<file path="src/hw/rtl/stu_pkg.sv">
package stu_pkg;

    // coordinate mask default, pixel fields are Q12.4
    localparam int DEF_COORD_WIDTH = 16;
    localparam int PIX_W           = 16;
    localparam int FB_W            = 32;
    localparam int OUT_W           = 32;

    // numerator widths: depth is fb << 8, offsets are (fb * |p - c|) << 8
    localparam int NUM_D_W = FB_W + 8;
    localparam int NUM_O_W = FB_W + PIX_W + 8;
    localparam int DEN_O_W = 2 * PIX_W;

    // divider latency: rounding add, one stage per quotient bit, saturation
    localparam int QUO_W   = 32;
    localparam int DIV_LAT = QUO_W + 2;

    // configuration register indexes
    localparam logic [1:0] CFG_FOCAL_PIX      = 2'd0;
    localparam logic [1:0] CFG_CENTER_COL     = 2'd1;
    localparam logic [1:0] CFG_CENTER_ROW     = 2'd2;
    localparam logic [1:0] CFG_FOCAL_BASELINE = 2'd3;

    localparam logic [15:0] RST_FOCAL_PIX      = 16'd8000;
    localparam logic [15:0] RST_CENTER_COL     = 16'd5120;
    localparam logic [15:0] RST_CENTER_ROW     = 16'd3840;
    localparam logic [31:0] RST_FOCAL_BASELINE = 32'd960000;

    // status codes
    localparam logic [1:0] STATUS_OK   = 2'd0;
    localparam logic [1:0] STATUS_ZERO = 2'd1;
    localparam logic [1:0] STATUS_SAT  = 2'd2;

    typedef struct packed {
        logic [15:0] focal_pix;
        logic [15:0] center_col;
        logic [15:0] center_row;
        logic [31:0] focal_baseline;
    } t_cfg;

    // classified item handed from front to back
    typedef struct packed {
        logic               zero;
        logic               dneg;
        logic               xneg;
        logic               yneg;
        logic [PIX_W-1:0]   dmag;
        logic [DEN_O_W-1:0] den;
        logic [NUM_D_W-1:0] num_d;
        logic [NUM_O_W-1:0] num_x;
        logic [NUM_O_W-1:0] num_y;
    } t_item;

endpackage

</file>
<file path="src/hw/rtl/stu_queue.sv">
module stu_queue import stu_pkg::*; (
    input  logic  i_clk,
    input  logic  i_rst_n,
    input  logic  i_push,
    output logic  o_ready,
    input  t_item i_item,
    input  logic  i_pop,
    output logic  o_valid,
    output t_item o_item
);

    localparam int DEPTH = 4;
    localparam int AW    = $clog2(DEPTH);

    t_item          r_mem [DEPTH];
    logic [AW-1:0]  r_wr, r_rd;
    logic [AW:0]    r_count;
    logic           w_push, w_pop;

    assign o_ready = (r_count != (AW + 1)'(DEPTH));
    assign o_valid = (r_count != '0);
    assign o_item  = r_mem[r_rd];
    assign w_push  = i_push && o_ready;
    assign w_pop   = i_pop && o_valid;

    // pointers and fill count
    always_ff @(posedge i_clk) begin
        if (!i_rst_n) begin
            r_wr    <= '0;
            r_rd    <= '0;
            r_count <= '0;
        end else begin
            if (w_push) r_wr <= r_wr + 1'b1;
            if (w_pop)  r_rd <= r_rd + 1'b1;
            if (w_push && !w_pop) r_count <= r_count + 1'b1;
            else if (w_pop && !w_push) r_count <= r_count - 1'b1;
        end
    end

    always_ff @(posedge i_clk) begin
        if (w_push) r_mem[r_wr] <= i_item;
    end

    a_count_range: assert property (@(posedge i_clk) disable iff (!i_rst_n)
        r_count <= (AW + 1)'(DEPTH))
        else $error("queue count beyond depth");
    a_count_up: assert property (@(posedge i_clk) disable iff (!i_rst_n)
        (w_push && !w_pop) |=> (r_count == $past(r_count) + 1'b1))
        else $error("queue count missed a push");
    a_count_down: assert property (@(posedge i_clk) disable iff (!i_rst_n)
        (w_pop && !w_push) |=> (r_count == $past(r_count) - 1'b1))
        else $error("queue count missed a pop");

endmodule

</file>
<file path="config.mk">
export PLATFORM = sky130hd
export DESIGN_NAME = stu_queue
export DESIGN_NICKNAME = d
export VERILOG_FILES = /design/src/hw/rtl/stu_pkg.sv /design/src/hw/rtl/stu_queue.sv
export SDC_FILE = /design/constraint.sdc
export NUM_CORES = 1
export LEC_CHECK = 0
export ABC_AREA = 1
export ABC_CLOCK_PERIOD_IN_PS = 10700
export CORE_MARGIN = 3
export CORE_UTILIZATION = 57
export DETAILED_ROUTE_END_ITERATION = 7
export DONT_BUFFER_PORTS = 1
export PLACE_DENSITY = 0.84
export SYNTH_ARGS = -nofsm -noshare
export SYNTH_HDL_FRONTEND = slang
export SYNTH_SLANG_ARGS = --single-unit
</file>
<file path="constraint.sdc">
create_clock -name i_clk -period 10.7 [get_ports i_clk]
set_input_delay 1.07 -clock i_clk [delete_from_list [all_inputs] [get_ports i_clk]]
set_output_delay 1.07 -clock i_clk [all_outputs]
set_load 0.01 [all_outputs]
</file>
Word level (Yosys, flattened, before mapping)
Memories as Yosys holds them, arrays and structs flattened. A register that Yosys moved wholly into a read port is not among the register bits.
Index checks and enable logic that the tools add are counted.

operators by class
  add/subtract/negate cells = 4
  $mul = 0
  div/mod/pow operators = 0
  order comparisons = 0
  equal/unequal tests = 1
  shift operators = 0
  mux-type cells = 6
  bitwise operators = 0
  reductions and logical operators = 8

operators with widths
  operator             count
  $mux 3               2
  $add 2x1->2 const B  2
  $logic_and 1x1->1    4
  $mux 2               2
  $add 3x1->3 const B  1
  $ne 3x3->1 const B   1
  $reduce_bool 3->1    1
  $sub 3x1->3 const B  1
  $logic_not 1->1      2
  $mux 1               2
  $reduce_bool 2->1    1

word-level totals
  flip-flop bits (word level) = 7
  bits in latches = 0
  memory bits (writable) = 816
  ROM bits = 0
  input bits = 208
  word-level logic and storage cells = 23
  memories = 1

memory list
  name   depth  width  rd ports  clocked after Yosys merged registers in  write ports  RTL line         source
  r_mem  4      204    1         1                                        1            stu_queue.sv:15  t_item r_mem [DEPTH];

Longest topological paths before layout
  depth after elaboration = 6
  mapped depth = 13
  depth with buffers taken out = 13

Worst setup path after synthesis
OpenSTA, ideal clock, no wires.

  path type = input to register
  start point = input port i_push
  end point = memory r_mem[0][0] (netlist name) (enable)
  library setup time = 0.772 ns
  arrival = 9.640 ns
  required time = 9.928 ns
  slack = 0.288 ns
  stages on the path = 2
  path through = nand2_1 -> nor2_1

on the way
  cells in the longest elaborated chain, start to end = 3

ends and longest elaborated chain
  item                          RTL line         source
  start, declared               stu_queue.sv:4   input logic i_push,
  $logic_and 1x1->1             stu_queue.sv:23  assign w_push = i_push && o_ready;
  $mux 1                        stu_queue.sv:41  if (w_push) r_mem[r_wr] <= i_item;
  $mux 1 (not written as such)  stu_queue.sv:41
  end, declared                 stu_queue.sv:15

Every way passes these cells.

==> results.cfg <==
[cts]
htreeDepth = 3
cts_made_buffers = 78
cts-hold-fix-buffers = 0
cts.sinks = 825
clockBufferDepth = 3
post_cts_buffers = 0
clkSlewWorstSetupHoldPaths_ns = 0.06
ctsResizeCount = 0
cts_tree = yes
insertion_delay_ns = 0.62
clockRootBuffer = clkbuf_16

[floorplan]
initial_core_util_pct = 57.76
core_area_sq_mm = 0.05276
dieArea_sq_mm = 0.05627
rows = 84
io_pins = 414
fp.dieH_microns = 237.2
die_w_microns = 237.2

[route]
drt-initial-drc-count = 2012
wl_per_cell_microns = 24.30
wl_mm = 67.00
drc = 0
ant_nets = 0
drt-vias-per-instance = 6.250
dr.pass1.iters = 5
vias = 17230

[placement]
dp_hpwl_mm = 38.23
io_buffers = 0
place_congestion = 0.7971

[global_route]
grt_pass1_vias = 16780
grt-ovfl-total = 0
antenna_found_initial = 2
grt.total_usage_pct = 22.99
grt_pass1_wl_mm = 99.24
grt_max_degree = 241

[power]
cellLeakagePower_nw = 10.71
swShare_pct = 29.77
p_comb_share_pct = 18.9
clockPowerShare_pct = 32.3
internal-power_mw = 5.831
ir_drop_mv = 0.2880
power_frac_seq_pct = 48.7
switchingPower_mw = 2.471
p_per_area_mw_per_mm2 = 248.4

[sta]
hold_viol_final = 0
finalMaxSlewViolations = 0
skew_ns = 0.03577
tightest_slew_ns = 1.332
fin_crit_ns = 4.647
tns_ns = 0
rsz0062_at_grt = false
fmax_ghz = 0.2152
relSlewSlack_pct = 11.23
finalSetupViolCount = 0
fin_crit_sh_pct = 43.43

[worst_setup_path]
worstPathRequired_ns = 9.63
crit_type = register to output port
r2r_cells = 6
setup.worst_path.end = o_item[70]
r2r_slack_ns = 6.63
r2r-end = r_mem[1][112]
reg2reg_from = r_count[0]
critPathArrivalTime_ns = 3.58
end_kind = output port
worstSetupStartpointType = register
cp_max_fo = 236

[cells_and_area]
layout.nets = 2219
drive_gt1_share_pct = 6.202
synthToLayoutAreaGrowth_pct = 9.670
final_util_pct = 63.34

[logic_synthesis]
syn-num-nets = 2254
synth-seq-cells = 825
synth.avg_cell_area_sq_um = 14.94
yosysTopAreaCellShare_pct = 80.41
syn-instance-count = 2040
synth_warnings = 0
ys_top_cells_by_area = edfxtp_1 80%, o21ai_0 6.2%, nor2_1 5.2%
yosysTopAreaCell = edfxtp_1
seq_area_frac_synth_pct = 81.00
ys_types = 19
syn_area_sq_mm = 0.03047

[flow_run]
maxCapViolations = 0

[status]
status = completed

[worst_hold_path]
hp-class = register to register
min-delay-start = r_rd[1]
==> synthesized netlist by cell type <==
library cell,count
ha_1,5
xor2_1,1
nand3b_1,1
nand3_1,4
clkbuf_1,78
nor2_1,422
o21ai_0,380
a21oi_1,3
buf_4,16
buf_2,37
dfxtp_1,9
edfxtp_1,816
o22ai_1,204
inv_2,1
o21ai_1,29
nand2_1,15
inv_1,15
buf_6,3
fa_1,1
==> power groups by stage <==
stage               logic (mW)  clock network [mW]  registers, mW
floorplan                 1.18                   0           4.16
detailed placement        1.56                   0           4.11
global route              1.70                2.86           4.07
CTS                       1.57                2.72           4.04
finish                    1.57                2.68           4.05
global placement          1.50                   0           4.09
==> cell type report <==
class                           count  area, sq um
Antenna cell                        5        12.51
Clock inverter                     37        362.8
Fill cell                        3458        19340
Timing Repair Buffer               19        167.7
Sequential cell                   825        24690
Clock buffer                      102         2127
Tap cell                          688        860.8
Inverter                           16        70.07
Multi-Input combinational cell   1065         5127
==> kinds of logic (layout without fill, tap and decap cells) <==
family	Yosys count	in the layout	share of synthesized area, %
buf+inv	150	174	2.271
flops	825	825	81.00
other cells	0	5	0
simple gates	442	442	5.473
fa+ha+maj	6	6	0.2710
compound gates	616	616	10.95
xor+xnor	1	1	0.02875
==> worst min-delay path by stage <==
stage	slack, ns	cells after the start	endpoint
after global routing	0.51	0	r_mem[1][20]
after global placement	0.47	2	register
after detailed placement	0.50	2	register
after CTS	0.50	0	r_mem[0][71]
final	0.52	2	register
after floorplan	0.46	2	register
==> metal layers <==
layer / track usage (%) / share of wire (%) / wire (microns)
met1: 27.89 / 35 / 23640
met3: 8.795 / 12 / 7745
met4: 7.043 / 2.4 / 1596
met5: 0 / 0 / 0
met2: 38.65 / 51 / 34020
==> placed cells by master, fill, tap and decap left out, drive strengths merged <==
master / n
nor2: 422
edfxtp: 816
ha: 5
dfxtp: 9
diode: 5
clkinv: 27
xor2: 1
buf: 19
clkbuf: 102
a21oi: 3
fa: 1
o21ai: 409
nand3b: 1
bufinv: 7
nand3: 4
nand2: 15
inv: 18
clkinvlp: 1
o22ai: 204
==> stage by stage <==
stage | hold WS (ns) | worst slack, ns | std cells | area (sq um) | power (mW)
2_1_floorplan | 0.4648 | 0.2876 | 2040 | 30470 | 5.338
3_3_place_gp | 0.4711 | 6.467 | 2613 | 30920 | 5.583
3_5_place_dp | 0.4996 | 6.425 | 2613 | 30920 | 5.667
4_1_cts | 0.5046 | 6.063 | 2752 | 33410 | 8.333
5_1_grt | 0.5093 | 5.827 | 2752 | 33410 | 8.619
6_report | 0.5161 | 6.053 | 2757 | 33420 | 8.302
==> registers in the layout, summed over array words and instances (netlist names), named ones only <==
signal   cells
r_count      3
r_mem      816
r_wr         2
r_rd         2
==> worst max-delay path: stages (launching register included) <==
cell,delay [ns]
dfxtp_4,0.57
inv_8,0.69
buf_12,0.72
o21ai_0,0.26
o22ai_1,0.43
Power figures use the tool's default switching activity.
