--- src/hw/rtl/stu_pkg.sv ---
package stu_pkg;

    // coordinate mask default, pixel fields are Q12.4
    localparam int DEF_COORD_WIDTH = 16;
    localparam int PIX_W           = 16;
    localparam int FB_W            = 32;
    localparam int OUT_W           = 32;

    // numerator widths: depth is fb << 8, offsets are (fb * |p - c|) << 8
    localparam int NUM_D_W = FB_W + 8;
    localparam int NUM_O_W = FB_W + PIX_W + 8;
    localparam int DEN_O_W = 2 * PIX_W;

    // divider latency: rounding add, one stage per quotient bit, saturation
    localparam int QUO_W   = 32;
    localparam int DIV_LAT = QUO_W + 2;

    // configuration register indexes
    localparam logic [1:0] CFG_FOCAL_PIX      = 2'd0;
    localparam logic [1:0] CFG_CENTER_COL     = 2'd1;
    localparam logic [1:0] CFG_CENTER_ROW     = 2'd2;
    localparam logic [1:0] CFG_FOCAL_BASELINE = 2'd3;

    localparam logic [15:0] RST_FOCAL_PIX      = 16'd8000;
    localparam logic [15:0] RST_CENTER_COL     = 16'd5120;
    localparam logic [15:0] RST_CENTER_ROW     = 16'd3840;
    localparam logic [31:0] RST_FOCAL_BASELINE = 32'd960000;

    // status codes
    localparam logic [1:0] STATUS_OK   = 2'd0;
    localparam logic [1:0] STATUS_ZERO = 2'd1;
    localparam logic [1:0] STATUS_SAT  = 2'd2;

    typedef struct packed {
        logic [15:0] focal_pix;
        logic [15:0] center_col;
        logic [15:0] center_row;
        logic [31:0] focal_baseline;
    } t_cfg;

    // classified item handed from front to back
    typedef struct packed {
        logic               zero;
        logic               dneg;
        logic               xneg;
        logic               yneg;
        logic [PIX_W-1:0]   dmag;
        logic [DEN_O_W-1:0] den;
        logic [NUM_D_W-1:0] num_d;
        logic [NUM_O_W-1:0] num_x;
        logic [NUM_O_W-1:0] num_y;
    } t_item;

endpackage

--- src/hw/rtl/stu_front.sv ---
module stu_front import stu_pkg::*; #(
    parameter int COORD_WIDTH = DEF_COORD_WIDTH
) (
    input  logic        i_clk,
    input  logic        i_rst_n,
    input  t_cfg        i_cfg,
    input  logic        i_valid,
    output logic        o_ready,
    input  logic [15:0] i_left_col,
    input  logic [15:0] i_left_row,
    input  logic [15:0] i_right_col,
    output logic        o_push,
    input  logic        i_q_ready,
    output t_item       o_item
);

    localparam int MW = (COORD_WIDTH < PIX_W) ? COORD_WIDTH : PIX_W;
    localparam logic [PIX_W-1:0] MASK = PIX_W'((17'(1) << MW) - 17'(1));

    logic             w_en;
    logic [PIX_W-1:0] w_lc, w_lr, w_rc, w_cc, w_cr;
    logic             r_v1, r_v2;
    logic             r_zero, r_dneg, r_xneg, r_yneg;
    logic [PIX_W-1:0] r_dmag, r_xmag, r_ymag, r_f;
    logic [FB_W-1:0]  r_fb;
    t_item            r_item;

    // whole front advances unless the last stage is blocked by a full queue
    assign w_en    = !r_v2 || i_q_ready;
    assign o_ready = w_en;
    assign o_push  = r_v2 && i_q_ready;
    assign o_item  = r_item;

    assign w_lc = i_left_col  & MASK;
    assign w_lr = i_left_row  & MASK;
    assign w_rc = i_right_col & MASK;
    assign w_cc = i_cfg.center_col & MASK;
    assign w_cr = i_cfg.center_row & MASK;

    // valid bits
    always_ff @(posedge i_clk) begin
        if (!i_rst_n) begin
            r_v1 <= 1'b0;
            r_v2 <= 1'b0;
        end else if (w_en) begin
            r_v1 <= i_valid;
            r_v2 <= r_v1;
        end
    end

    // stage 1: signs and magnitudes
    always_ff @(posedge i_clk) begin
        if (w_en) begin
            r_zero <= (w_lc == w_rc);
            r_dneg <= (w_lc < w_rc);
            r_dmag <= (w_lc < w_rc) ? w_rc - w_lc : w_lc - w_rc;
            r_xneg <= (w_lc < w_cc);
            r_xmag <= (w_lc < w_cc) ? w_cc - w_lc : w_lc - w_cc;
            r_yneg <= (w_lr < w_cr);
            r_ymag <= (w_lr < w_cr) ? w_cr - w_lr : w_lr - w_cr;
            r_f    <= (i_cfg.focal_pix == '0) ? PIX_W'(1) : i_cfg.focal_pix;
            r_fb   <= i_cfg.focal_baseline;
        end
    end

    // stage 2: products for the numerators and the offset denominator
    always_ff @(posedge i_clk) begin
        if (w_en) begin
            r_item.zero  <= r_zero;
            r_item.dneg  <= r_dneg;
            r_item.xneg  <= r_xneg;
            r_item.yneg  <= r_yneg;
            r_item.dmag  <= r_dmag;
            r_item.den   <= DEN_O_W'(r_dmag) * DEN_O_W'(r_f);
            r_item.num_d <= {r_fb, 8'd0};
            r_item.num_x <= {(FB_W + PIX_W)'(r_fb) * (FB_W + PIX_W)'(r_xmag), 8'd0};
            r_item.num_y <= {(FB_W + PIX_W)'(r_fb) * (FB_W + PIX_W)'(r_ymag), 8'd0};
        end
    end

endmodule

--- config.mk ---
export PLATFORM = sky130hd
export DESIGN_NAME = stu_front
export DESIGN_NICKNAME = d
export VERILOG_FILES = /design/src/hw/rtl/stu_pkg.sv /design/src/hw/rtl/stu_front.sv
export SDC_FILE = /design/constraint.sdc
export NUM_CORES = 2
export LEC_CHECK = 0
export BUFFER_PORTS_ARGS = -buffer_cell sky130_fd_sc_hd__buf_2
export CAP_MARGIN = 20
export CORE_MARGIN = 10
export CORE_UTILIZATION = 59
export CTS_BUF_LIST = sky130_fd_sc_hd__clkbuf_2 sky130_fd_sc_hd__clkbuf_4 sky130_fd_sc_hd__clkbuf_8
export DETAILED_ROUTE_END_ITERATION = 12
export GPL_TIMING_DRIVEN = 0
export PLACE_DENSITY = 0.9
export SLEW_MARGIN = 10
export SYNTH_ARGS = -nofsm -noshare
export SYNTH_HDL_FRONTEND = slang
export SYNTH_SLANG_ARGS = --single-unit
--- constraint.sdc ---
create_clock -name i_clk -period 10.3 [get_ports i_clk]
set_input_delay 2.06 -clock i_clk [delete_from_list [all_inputs] [get_ports i_clk]]
set_output_delay 2.06 -clock i_clk [all_outputs]
set_load 0.02 [all_outputs]
; ---- After elaboration in Yosys (flattened, before gate mapping)
; Index checks and enable logic that the tools add are counted.
[word_totals]
register_bits = 282
wordCells = 40
out_inout_bits = 206
inputBits = 132
[classes]
mux = 3
n_reduce_logical = 4
order_cmp = 3
n_eq_ne = 1
add_sub_neg = 6
mul = 3
[op_table]
columns = cell, count
row1 = 32-bit by 16-bit multiplier with 48-bit output, 2
row2 = 16-bit subtractor, 6
row3 = 16-bit < comparator, 3
row4 = 16-bit 2-to-1 mux, 3
row5 = 16-bit by 16-bit multiplier with 32-bit output, 1
row6 = 16-bit == test, 1
row7 = 16-bit zero test, 1
row8 = 1-bit logical AND, 1
row9 = 1-bit zero test, 1
row10 = 1-bit logical OR, 1

; ---- Longest topological paths before layout
[depth]
word_depth = 2
ltp_mapped = 25
depth_no_buf = 23

; ---- Worst setup path after synthesis
; No wires, ideal clock.
[synth_path]
path_type = in2out
from = input port i_q_ready
to = output port o_ready
setup_slack_ps = -701
t_arrival_ps = 8941
cell_stages = 1
t_required_ps = 8240
n_path_buf = 0
path_cell_list = nand2b_1
[synth_via]
elab_chain_len = 1
[synth_rtl]
columns = item, line
row1 = from (decl), stu_front.sv:13  ; input logic i_q_ready,
row2 = 1-bit logical OR, stu_front.sv:29  ; assign w_en = !r_v2 || i_q_ready;
row3 = to (decl), stu_front.sv:8  ; output logic o_ready,
; Every way passes these cells.

; ---- Final worst setup path
[layout_path]
from = register r_xmag[3]
to = register r_item, in the netlist o_item[110] (data pin)
[layout_via]
elab_chain_len = 1
[layout_rtl]
columns = item, line
row1 = from (decl), stu_front.sv:24  ; logic [PIX_W-1:0] r_dmag, r_xmag, r_ymag, r_f;
row2 = from (signal assigned), stu_front.sv:58  ; r_xmag <= (w_lc < w_cc) ? w_cc - w_lc : w_lc - w_cc;
row3 = 32-bit by 16-bit multiplier with 48-bit output, stu_front.sv:76  ; r_item.num_x <= {(FB_W + PIX_W)'(r_fb) * (FB_W + PIX_W)'(r_xmag), 8'd0};
row4 = to (decl), stu_front.sv:26  ; t_item r_item;
; Every way passes these cells.
; A chain may end at the register's enable or synchronous reset.

==> results.yml <==
final_layout:
  layout.cells.most_common: "sky130_fd_sc_hd__inv_1"
  area_growth_synth_to_finish_pct: 8.00
  final_layout_size_suffix_gt1_share_pct: 8.09
  most-common-layout-cells: "1239 x sky130_fd_sc_hd__inv_1, 1036 x sky130_fd_sc_hd__fa_1, 867 x sky130_fd_sc_hd__nand2_1"
  fin_cells: 7290
  fin_nets: 7674
grt:
  via_count_of_the_first_global_routing_pass: 45000
  grt_pass1_wl_um: 246000
  grt_max_degree: 67
  gr_overflow_total: 0
  grtUsageTotal_pct: 30.6
  antenna_violations_before_repair: 9
timing:
  max_slew_margin_pct: 31.7
  report.final.hold_viol_count: 0
  slew_worst_pin_ps: 1020
  upper_clock_frequency_limit_mhz: 123
  setup_violations: 0
  aggregate_negative_setup_slack_ps: 0
  rsz0062_at_grt: "false"
  final_period_util_pct: 78.8
  finalCriticalPeriod_ps: 8110
  maxSlewViolCount: 0
  finClkSkew_ps: 49.6
floorplan:
  initial_utilization_pct: 59.7
  core-area_mm2: 0.0903
  floorplan.rows: 110
  overall_die_area_mm2: 0.104
  die_h_um: 322
  dieWidth_um: 322
  ios: 338
critical_path:
  timing.rr.end: "o_item[110]"
  worst-endpoint-arrival_ps: 8630
  timing.reg2reg.setup_slack_ps: 2190
  endpoint_kind: "register"
  critical_path_class: "register to register"
  worst_r2r_path_depth: 21
  critPathLaunchType: "register"
  cp.required_ps: 10820
  critical_path_peak_fanout: 10
  worst_r2r_startpoint: "r_xmag[3]"
yosys:
  synth-edff-count: 280
  synth_top_family_by_area: "adder cells"
  synth_cells: 5674
  synth_simple_gate_area_share_pct: 14.6
  yosysUniqueCellTypes: 86
  async_flop_share_pct: 0
  sequential_share_of_the_synthesized_area_pct: 15.7
  synth-xor-area-share_pct: 2.62
  ys_dominant_reg_cell: "sky130_fd_sc_hd__edfxtp_1"
  synth_adder_area_share_pct: 48.6
  ys_seq_elements: 282
  synthesis.area_mm2: 0.0539
  syn-mean-instance-area_um2: 9.50
  synthMuxAreaShare_pct: 0.548
  ys.warnings.count: 0
  synth-compound-area-share_pct: 6.86
worst_hold_path:
  hold_path_class: "register to register"
  hold_start: "r_yneg"
  endpoint_worst_hold: "o_item[200]"
  worstHoldPathCells: 0
clock_network:
  clock-root-buffer: "sky130_fd_sc_hd__clkbuf_8"
  ctsHoldBuffers: 0
  worst_skew_pair.late_latency_ps: 740
  clock_tree_from_tritoncts: "yes"
  worst_setup_hold_path_clk_slew_ps: 60
  cts_resized: 0
  cts.repair_timing.setup_buffer_count: 0
  cts_made_buffers: 52
  cts_num_sinks: 282
  cts_max_path_buffers: 3
  htree_num_levels: 2
detailed_routing:
  antenna_left: 0
  totalWireLength_um: 156000
  route.vias.total: 42000
  drt-vias-per-instance: 5.76
  drt-initial-drc-count: 3615
  drt-wirelength-per-cell_um: 21.5
  detail_route.first_pass.iterations: 8
  drc_errors: 0
place:
  placedCellCount: 7191
  port_buffers: 313
  routabilityCongestion: 0.987
  hpwlAfterDp_um: 129000
outcome:
  outcome: "completed"
flow_run:
  maximum_capacitance_violations: 0
layout make-up:
type / count / area (um2)
multi-input cells: 3862 / 39600
clock inverters: 30 / 230
well taps: 1176 / 1470
flip-flops and latches: 282 / 8450
clock buffers: 63 / 798
repair buffers: 318 / 1700
fillers: 7070 / 32100
inverters: 1239 / 4650
diodes: 6 / 15.0
plain buffers: 314 / 1310
cell families (layout without fill, tap and decap cells):
group           Yosys count  count (layout)
simple gates           1638            1638
buf+inv                1553            1964
fa+ha+maj              1473            1473
compound gates          537             537
flops                   282             282
xor+xnor                161             161
mux                      29              29
other cells               1              30
cells in the mapped netlist, types with 16 or more instances:
cell	number	share of area [%]
sky130_fd_sc_hd__nor3_1	27	0.25
sky130_fd_sc_hd__a21o_1	95	1.3
sky130_fd_sc_hd__a211oi_1	16	0.22
sky130_fd_sc_hd__buf_4	29	0.40
sky130_fd_sc_hd__a21oi_1	152	1.4
sky130_fd_sc_hd__o21ai_0	80	0.74
sky130_fd_sc_hd__a31oi_1	24	0.28
sky130_fd_sc_hd__and3_1	24	0.28
sky130_fd_sc_hd__and2_1	519	6.0
sky130_fd_sc_hd__nor2_1	76	0.53
sky130_fd_sc_hd__xor2_1	64	1.0
sky130_fd_sc_hd__xnor2_1	97	1.6
sky130_fd_sc_hd__nand2b_1	18	0.21
sky130_fd_sc_hd__edfxtp_1	280	16
sky130_fd_sc_hd__ha_1	437	10
sky130_fd_sc_hd__fa_1	1036	38
sky130_fd_sc_hd__o21bai_1	25	0.35
sky130_fd_sc_hd__clkbuf_1	270	1.9
sky130_fd_sc_hd__nand2_1	867	6.0
sky130_fd_sc_hd__inv_1	1239	8.6
sky130_fd_sc_hd__nor2b_1	32	0.37
sky130_fd_sc_hd__mux2i_1	25	0.46
sky130_fd_sc_hd__nand4_1	18	0.21
sky130_fd_sc_hd__o21a_1	17	0.24
sky130_fd_sc_hd__nand3_1	23	0.21
registers in the layout (all words and copies together) (netlist names):
| signal | count |
|---|---|
| r_yneg | 1 |
| r_dmag | 16 |
| r_xmag | 16 |
| r_fb | 32 |
| r_v1 | 1 |
| r_dneg | 1 |
| o_item | 180 |
| r_v2 | 1 |
| r_xneg | 1 |
| r_f | 16 |
| r_zero | 1 |
| r_ymag | 16 |
per-stage QoR:
step / worst slack (ps) / hold WS, ps / cell area, um2 / util (%)
6_report: 2190 / 422 / 58200 / 64.5
5_1_grt: 1950 / 422 / 58200 / 64.5
4_1_cts: 2320 / 423 / 58200 / 64.4
3_5_place_dp: 2490 / 406 / 57200 / 63.3
3_3_place_gp: 375 / 404 / 57000 / 63.1
2_1_floorplan: 2570 / 400 / 54000 / -
worst max-delay path by stage:
stage | startpoint | endpoint | slack (ps) | cells past startpoint
after detailed placement | r_xmag[3] | o_item[110] | 2490 | 21
after global routing | r_xmag[2] | o_item[102] | 1950 | 21
final | r_xmag[3] | o_item[110] | 2190 | 21
after CTS | r_xmag[2] | o_item[110] | 2320 | 21
after global placement | i_q_ready | o_ready | 370 | 3
after floorplan | i_q_ready | o_ready | 2570 | 1
critical path, stage by stage, from the launching register on:
cell and delay, ps:
sky130_fd_sc_hd__edfxtp_1 650, sky130_fd_sc_hd__clkbuf_1 810, sky130_fd_sc_hd__nand2_1 190, sky130_fd_sc_hd__fa_1 520, sky130_fd_sc_hd__fa_1 510, sky130_fd_sc_hd__fa_1 550
sky130_fd_sc_hd__inv_1 70, sky130_fd_sc_hd__fa_1 470, sky130_fd_sc_hd__fa_1 530, sky130_fd_sc_hd__inv_1 60, sky130_fd_sc_hd__fa_1 470, sky130_fd_sc_hd__inv_1 40
sky130_fd_sc_hd__ha_1 370, sky130_fd_sc_hd__and3_1 230, sky130_fd_sc_hd__nor2b_1 440, sky130_fd_sc_hd__nand4_1 450, sky130_fd_sc_hd__a21oi_1 380, sky130_fd_sc_hd__a221oi_2 140
sky130_fd_sc_hd__o31ai_2 370, sky130_fd_sc_hd__a31oi_1 210, sky130_fd_sc_hd__o21ai_1 200, sky130_fd_sc_hd__xor2_1 240
layer usage:
layer / GRT usage [%] / routed length [um]
met3: 7.20 / 16600
met4: 19.7 / 11900
met2: 48.8 / 72400
met5: 0 / 41
met1: 37.2 / 55600
Power is left out: the tool's default activity adds up to more than one toggle a clock period on the data nets, which glitch-free logic cannot reach.
